## src/sv/assert_macros.svh

```systemverilog
// Assertion macros used by the top level of the LZW encoder.
`ifndef ASSERT_MACROS_SVH
`define ASSERT_MACROS_SVH

// Same-cycle implication, checked outside reset.
`define ASSERT_IMP(label, clk, rst_n, ante, cons) \
    label: assert property (@(posedge clk) disable iff (!rst_n) (ante) |-> (cons)) \
        else $error("assertion failed: same-cycle implication");

// Next-cycle implication, checked outside reset.
`define ASSERT_NXT(label, clk, rst_n, ante, cons) \
    label: assert property (@(posedge clk) disable iff (!rst_n) (ante) |=> (cons)) \
        else $error("assertion failed: next-cycle implication");

`endif

```

## src/sv/gle_pkg.sv

```systemverilog
// Types and constants shared by the LZW encoder controller and datapath.
`timescale 1ns / 1ps
`default_nettype none

package gle_pkg;

    localparam int CODE_W  = 12;
    localparam int PIX_W   = 8;
    localparam int KEY_W   = 20;
    localparam int WIDTH_W = 4;
    localparam int NFC_W   = 13;
    localparam int ACC_W   = 19;
    localparam int CNT_W   = 5;
    localparam int EPOCH_W = 4;

    localparam logic [CODE_W-1:0]  CODE_CLEAR = 12'd256;
    localparam logic [CODE_W-1:0]  CODE_END   = 12'd257;
    localparam logic [NFC_W-1:0]   CODE_FIRST = 13'd258;
    localparam logic [NFC_W-1:0]   CODE_LIMIT = 13'd4096;
    localparam logic [WIDTH_W-1:0] WIDTH_MIN  = 4'd9;
    localparam logic [WIDTH_W-1:0] WIDTH_MAX  = 4'd12;
    localparam logic [31:0]        HASH_MULT  = 32'd2654435761;

    typedef enum logic [1:0] {
        SEL_CLEAR,
        SEL_PREFIX,
        SEL_END
    } code_sel_t;

    typedef enum logic [3:0] {
        ST_IDLE,
        ST_WIPE,
        ST_HEAD,
        ST_LOOKUP,
        ST_HASH,
        ST_PROBE_RD,
        ST_PROBE_CHK,
        ST_MISS,
        ST_MISS_UPD,
        ST_EOF_CHK,
        ST_EOF_END,
        ST_FLUSH,
        ST_DRAIN
    } state_t;

    typedef struct packed {
        logic      latch_in;
        logic      put;
        code_sel_t put_sel;
        logic      set_clear_sent;
        logic      load_prefix_pix;
        logic      load_prefix_hit;
        logic      load_key;
        logic      load_hash;
        logic      rd_en;
        logic      slot_inc;
        logic      add_entry;
        logic      table_clear;
        logic      frame_reset;
        logic      drain;
        logic      last_mark;
        logic      flush;
        logic      wipe_en;
    } cmd_t;

    typedef struct packed {
        logic clear_sent;
        logic prefix_valid;
        logic eof;
        logic used;
        logic hit;
        logic full;
        logic count_ge8;
        logic count_nz;
        logic out_free;
        logic wipe_last;
        logic wipe_pending;
    } status_t;

endpackage

`default_nettype wire

```

## src/sv/gle_ctrl.sv

```systemverilog
// Controller state machine of the LZW encoder.
`timescale 1ns / 1ps
`default_nettype none

module gle_ctrl (
    input  wire logic              clk,
    input  wire logic              rst_n,
    input  wire logic              pixel_valid,
    output logic                   pixel_ready,
    input  wire gle_pkg::status_t  status,
    output gle_pkg::cmd_t          cmd
);
    import gle_pkg::*;

    state_t state_reg, state_next;
    state_t ret_reg, ret_next;

    always_comb
    begin
        state_next = state_reg;
        ret_next   = ret_reg;
        case (state_reg)
            ST_IDLE:
                if (status.wipe_pending)
                    state_next = ST_WIPE;
                else if (pixel_valid)
                    state_next = ST_HEAD;
            ST_WIPE:
                if (status.wipe_last)
                    state_next = ST_IDLE;
            ST_HEAD:
                if (!status.clear_sent)
                begin
                    ret_next   = ST_LOOKUP;
                    state_next = ST_DRAIN;
                end
                else
                    state_next = ST_LOOKUP;
            ST_LOOKUP:
                state_next = status.prefix_valid ? ST_HASH : ST_EOF_CHK;
            ST_HASH:
                state_next = ST_PROBE_RD;
            ST_PROBE_RD:
                state_next = ST_PROBE_CHK;
            ST_PROBE_CHK:
                if (!status.used)
                    state_next = ST_MISS;
                else if (status.hit)
                    state_next = ST_EOF_CHK;
                else
                    state_next = ST_PROBE_RD;
            ST_MISS:
            begin
                ret_next   = ST_MISS_UPD;
                state_next = ST_DRAIN;
            end
            ST_MISS_UPD:
                if (!status.full)
                    state_next = ST_EOF_CHK;
                else
                begin
                    ret_next   = ST_EOF_CHK;
                    state_next = ST_DRAIN;
                end
            ST_EOF_CHK:
                if (status.eof)
                begin
                    ret_next   = ST_EOF_END;
                    state_next = ST_DRAIN;
                end
                else
                    state_next = ST_IDLE;
            ST_EOF_END:
            begin
                ret_next   = ST_FLUSH;
                state_next = ST_DRAIN;
            end
            ST_FLUSH:
                if (!status.count_nz || status.out_free)
                    state_next = ST_IDLE;
            ST_DRAIN:
                if (!status.count_ge8)
                    state_next = ret_reg;
            default:
                state_next = ST_IDLE;
        endcase
    end

    always_comb
    begin
        cmd         = '0;
        cmd.put_sel = SEL_CLEAR;
        pixel_ready = 1'b0;
        case (state_reg)
            ST_IDLE:
            begin
                pixel_ready  = !status.wipe_pending;
                cmd.latch_in = pixel_valid && !status.wipe_pending;
            end
            ST_WIPE:
                cmd.wipe_en = 1'b1;
            ST_HEAD:
                if (!status.clear_sent)
                begin
                    cmd.put            = 1'b1;
                    cmd.put_sel        = SEL_CLEAR;
                    cmd.set_clear_sent = 1'b1;
                end
            ST_LOOKUP:
                if (status.prefix_valid)
                    cmd.load_key = 1'b1;
                else
                    cmd.load_prefix_pix = 1'b1;
            ST_HASH:
                cmd.load_hash = 1'b1;
            ST_PROBE_RD:
                cmd.rd_en = 1'b1;
            ST_PROBE_CHK:
                if (status.used)
                begin
                    if (status.hit)
                        cmd.load_prefix_hit = 1'b1;
                    else
                        cmd.slot_inc = 1'b1;
                end
            ST_MISS:
            begin
                cmd.put     = 1'b1;
                cmd.put_sel = SEL_PREFIX;
            end
            ST_MISS_UPD:
            begin
                cmd.load_prefix_pix = 1'b1;
                if (!status.full)
                    cmd.add_entry = 1'b1;
                else
                begin
                    cmd.put         = 1'b1;
                    cmd.put_sel     = SEL_CLEAR;
                    cmd.table_clear = 1'b1;
                end
            end
            ST_EOF_CHK:
                if (status.eof)
                begin
                    cmd.put     = 1'b1;
                    cmd.put_sel = SEL_PREFIX;
                end
            ST_EOF_END:
            begin
                cmd.put     = 1'b1;
                cmd.put_sel = SEL_END;
            end
            ST_FLUSH:
                if (!status.count_nz)
                    cmd.frame_reset = 1'b1;
                else if (status.out_free)
                begin
                    cmd.flush       = 1'b1;
                    cmd.frame_reset = 1'b1;
                end
            ST_DRAIN:
            begin
                cmd.drain     = status.count_ge8 && status.out_free;
                cmd.last_mark = (ret_reg == ST_FLUSH);
            end
            default:
                cmd = '0;
        endcase
    end

    always_ff @(posedge clk or negedge rst_n)
    begin
        if (!rst_n)
        begin
            state_reg <= ST_IDLE;
            ret_reg   <= ST_IDLE;
        end
        else
        begin
            state_reg <= state_next;
            ret_reg   <= ret_next;
        end
    end

endmodule

`default_nettype wire

```

## config.mk

```make
export PLATFORM = sky130hd
export DESIGN_NAME = gle_ctrl
export DESIGN_NICKNAME = d
export VERILOG_FILES = /design/src/sv/assert_macros.svh /design/src/sv/gle_pkg.sv /design/src/sv/gle_ctrl.sv
export SDC_FILE = /design/constraint.sdc
export NUM_CORES = 1
export LEC_CHECK = 0
export BUFFER_PORTS_ARGS = -buffer_cell sky130_fd_sc_hd__buf_2
export CAP_MARGIN = 10
export CELL_PAD_IN_SITES_DETAIL_PLACEMENT = 0
export CELL_PAD_IN_SITES_GLOBAL_PLACEMENT = 1
export CORE_MARGIN = 2
export CORE_UTILIZATION = 34
export CTS_CLUSTER_SIZE = 8
export DETAILED_ROUTE_END_ITERATION = 16
export PLACE_DENSITY = 0.81
export SLEW_MARGIN = 10
export SYNTH_ARGS = -nofsm -noshare
export SYNTH_HDL_FRONTEND = slang
export SYNTH_SLANG_ARGS = --single-unit
```

## constraint.sdc

```tcl
create_clock -name clk -period 2.9 [get_ports clk]
set_input_delay 0.435 -clock clk [delete_from_list [all_inputs] [get_ports clk]]
set_output_delay 0.435 -clock clk [all_outputs]
set_load 0.005 [all_outputs]
```

# ---- Word-level counts from Yosys, hierarchy flattened
# Cells that the tools add are included.
dict set report totals {
  register_bits 8
  out_inout_bits 19
  in_bits 14
  word_cells 77
}
dict set report op_classes {
  n_mux 45
  n_reduce_logical 10
  n_eq_ne 20
}
# cell count
set ops {}
lappend ops {{$mux 4} 14}
lappend ops {{$pmux 4 s12} 1}
lappend ops {{$eq 4x4->1 const B} 6}
lappend ops {{$mux 1} 22}
lappend ops {{$pmux 4 s5} 1}
lappend ops {{$eq 4x3->1 const B} 4}
lappend ops {{$pmux 3 s5} 1}
lappend ops {{$ne 2x2->1 const B} 6}
lappend ops {{$mux 3} 3}
lappend ops {{$eq 4x2->1 const B} 2}
lappend ops {{$reduce_and 4->1} 2}
lappend ops {{$reduce_bool 5->1} 1}
lappend ops {{$eq 4x1->1 const B} 1}
lappend ops {{$logic_not 4->1} 1}
lappend ops {{$mux 2} 2}
lappend ops {{$ne 3x3->1 const B} 1}
lappend ops {{$logic_and 1x1->1} 2}
lappend ops {{$logic_not 1->1} 2}
lappend ops {{$pmux 1 s2} 1}
lappend ops {{$reduce_or 2->1} 1}
lappend ops {{$logic_or 1x1->1} 1}

# ---- Depth between registers and ports, before layout
dict set report depth {
  word_depth 4
  depth_mapped 6
  depth_no_buf 5
}

# ---- Worst setup path before layout
# OpenSTA, ideal clock, no wires.
dict set report synth_timing {
  kind {register -> output}
  from {reg state_reg[0]}
  to {out cmd[16] (netlist name)}
  setup_slack_ns 1.399
  t_required_ns 2.465
  path_stages_with_launch 6
  arrival_ns 1.066
  path_buffers 0
  path_cell_list {dfrtp_1 -> nand2b_4 -> o32a_1 -> o21ai_2 -> nor2_4 -> inv_1}
}
# item line_no
set synth_rtl {}
lappend synth_rtl {{from (decl)} gle_ctrl.sv:15} ;# state_t state_reg, state_next;
lappend synth_rtl {{from (signal assigned)} gle_ctrl.sv:181} ;# state_reg <= state_next;
lappend synth_rtl {{to (decl)} gle_ctrl.sv:11} ;# output gle_pkg::cmd_t cmd

==> results summary <==
The critical path endpoint category is an output pin. The clock transition at the registers of the reported paths is 0.05 ns. Counting I/O delays and the setup requirement, the final critical path takes approximately 2.3 ns. At the end of routability-driven placement, the weighted congestion stood at 0.886.

The worst reg-to-reg setup slack is 1.02 ns. Summing internal, switching and leakage power gives 0.000836 W. STA classifies the critical path startpoint as a register. The starting DRC count in detailed routing is 32. The worst clock skew is 0.000888 ns. The layout has 236 filler cells. The core region area came out at 2000 µm². The CTS tree is done. Using the TritonRoute via totals, the vias-per-cell ratio works out to 5.47. The ratio of final minimum period to clock period came out at 0.809. The clock reaches the later pin of the worst-skew pair after 0.25 ns.

The reported leakage power is 0.467 nW. The number of nets in the layout came out at 147. The hold buffer count at cts came out at 0. On the critical path, the stage with the largest delay is an instance of sky130_fd_sc_hd__dfrtp_1.

The sum of negative setup slack is 0 ns. The cell area that synthesis handed to floorplanning was between 700 and 800 µm². After detailed routing, no signal wire sits above met3.

The terminus of the critical flop-to-flop path is ret_reg[3]. In the final layout, the share of cells above drive strength 1 is 0.333. The wire length of the first global-routing pass came out at between 3000 and 4000 µm. The wire length on met1 is 994 µm. The site row count is 16. The signed area change from the synthesized netlist to the final layout is 26.4%. The category of cells accounting for the largest share of critical-path delay is flip-flops.

The register area is ~180 µm². Based on the critical path, the design can be clocked at up to 0.426 GHz. The TritonCTS sink count came out at 7. The residual DRC count came out at 0. The area of the die is 2550 µm². The number of max-slew violations in the final report came out at 0. The count of max-cap constraint violations came out at 0. The power per cell area is 899 nW/µm². The kind of path behind the tightest hold check is in -> async. The count of buffer and inverter cells on the critical path is 1. The average instance in the mapped netlist occupies 7.28 µm². The number of hold violations in the final report is 0. Of the post-synthesis cell area, the dominant cell type holds 0.238.

The detail route stage leaves a number of antenna-violating nets equal to 0. Setup violations remaining at the end of the flow were counted as 0. The leading cell type by number of instances after synthesis is sky130_fd_sc_hd__nand2_1. The cell total after placement came out at 155. For the pin with the worst max-slew slack, the measured transition is 0.559 ns. The number of nets in the synthesized netlist is 115. The startpoint of the worst-slack reg-to-reg timing path is state_reg[1]. The number of distinct library cells after synthesis came out at 42. In the post-synthesis netlist, the biggest area contributors are sky130_fd_sc_hd__dfrtp_1 (24%), sky130_fd_sc_hd__o21ai_0 (6.1%), sky130_fd_sc_hd__nand2_1 (6.1%). Summed over all nets, wire length on met3 after detailed routing comes to 155 µm. In this run the deepest clock path goes through 2 buffers.

The multi-input combinational cells in the finished layout cover a total of approximately 500 µm². The highest cell delay on the worst timing path came out at 0.69 ns. The number of iterations in the first detailed-routing pass is 4. The run finished with clean final reports. The total routing usage reported by global routing is 0.177. The number of global-route vias before repair was 752.

Of all flip-flops after synthesis, the portion carrying an async set or reset was 1.00. Across the VDD grid, the largest voltage drop is 0.410 mV. The number of flip-flops and latches in the synthesized netlist came out at 7. The flip-flop count of the largest register, all copies and words added is 4. The number of buffers created by CTS came out at 3.

The total congestion overflow is 0. The cell depth of the worst flop-to-flop path is 5. The detailed-routed wire length on met2 came out at 1010 µm. In the final routed layout, each cell accounts on average for 13.6 µm. The number of flops mapped to enable cells by yosys is 0. The cell at the root of the clock tree is sky130_fd_sc_hd__clkbuf_4.

Data arrives at the worst endpoint at between 1.5 and 2 ns. The HPWL after detailed placement is around 1700 µm. Port buffering added 32 buffers. The synthesized netlist cell count is 101. In this run the tightest slew margin relative to its limit is 0.627.

The initial utilization of the core area, before any placement, comes to 0.368. The critical path goes through nand2_1, or3_1, a21oi_2, buf_2. The H-tree depth reported by CTS is 1.

Of the synthesized area, sequential elements account for 0.238. The most used flip-flop cell after synthesis is sky130_fd_sc_hd__dfrtp_1. The post-CTS repair timing setup buffer count is 0. The number of antenna violations at the first check in global routing is 0. The total vias in the final route is 869. Once the clock tree was built, the resizer swapped 0 gates to a different size. Setup repair after global routing left no endpoint under its margin.

The synthesis warning total came out at 0. Entering global routing, the biggest net connects 18 pins. The count of antenna diodes in the layout is 0. The die extent in x came out at 50.5 µm.

The vertical extent of the die came out at between 50 and 60 µm. The final instance count without filler cells is 159. The number of primary I/O pins is 33. By count the netlist is led by sky130_fd_sc_hd__nand2_1 (12), sky130_fd_sc_hd__nor2_1 (11), sky130_fd_sc_hd__o21ai_0 (9). The maximum fanout along the worst path came out at 17. The critical path is of the reg -> out type. For this block, the routed nets add up to 2160 µm of wire.

The leading area contributor after synthesis is sky130_fd_sc_hd__dfrtp_1. The endpoint required time on the critical path came out at 2.47 ns.
[worst max-delay path by stage]
stage | from | to | slack (ns) | cells after the start
after floorplan | state_reg[0] | cmd[16] | 1.40 | 5
after global placement | state_reg[1] | cmd[12] | 0.94 | 4
after detailed placement | state_reg[1] | cmd[12] | 0.85 | 4
after CTS | state_reg[1] | cmd[12] | 0.58 | 4
after global routing | state_reg[1] | cmd[12] | 0.44 | 4
final | state_reg[1] | cmd[12] | 0.56 | 4
[cells in the final DEF (no fill, tap or decap), types with 3 or more instances in the layout]
cell,Yosys,layout
sky130_fd_sc_hd__nand2_1,12,12
sky130_fd_sc_hd__nor3_1,4,4
sky130_fd_sc_hd__buf_2,3,32
sky130_fd_sc_hd__nor2b_1,4,4
sky130_fd_sc_hd__inv_1,8,8
sky130_fd_sc_hd__and3_1,3,3
sky130_fd_sc_hd__o21ai_0,9,9
sky130_fd_sc_hd__clkbuf_4,0,3
sky130_fd_sc_hd__nor4_1,3,3
sky130_fd_sc_hd__nor2_1,11,11
sky130_fd_sc_hd__dfrtp_1,7,7
[kinds of logic (layout without fill, tap and decap cells)]
kind of cell    Yosys count  in the layout  synth area share
simple gates             51             51             0.376
compound gates           29             29             0.294
buf+inv                  13             44            0.0765
flops                     7              7             0.238
mux                       1              1            0.0153
[final cells by class]
type | instances | share of cell area
Multi-Input combinational cell | 81 | 0.542
Sequential cell | 7 | 0.188
Timing Repair Buffer | 32 | 0.172
Tap cell | 27 | 0.0363
Inverter | 8 | 0.0323
Clock buffer | 4 | 0.0283
[per-layer routing]
metal  global-route usage  vias up
met5                    0        -
met4               0.0495        0
met3               0.0327        0
met2                0.276       44
met1                0.248      392
li1                     -      433
[power breakdown]
part           total [W]  switching [W]  internal [W]
clock          0.0000863      0.0000339     0.0000524
sequential      0.000256       0.000116      0.000140
combinational   0.000494       0.000272      0.000222
[worst register-to-register path: cells and delay by family, from the launching register on]
family / cells / cell delay [ns]
AOI/OAI and AO/OA: 3 / 0.70
DFF: 1 / 0.69
and+or+nand+nor: 2 / 0.36
[stage by stage]
step	utilization	hold WS (ns)	cell area (µm²)	setup slack (ns)
2_1_floorplan	-	0.139	736	1.40
3_3_place_gp	0.451	0.267	903	0.936
3_5_place_dp	0.451	0.274	903	0.848
4_1_cts	0.464	0.00543	930	0.578
5_1_grt	0.464	0.00684	930	0.440
6_report	0.464	0.00851	930	0.555
(Power assumes the default switching activity.)
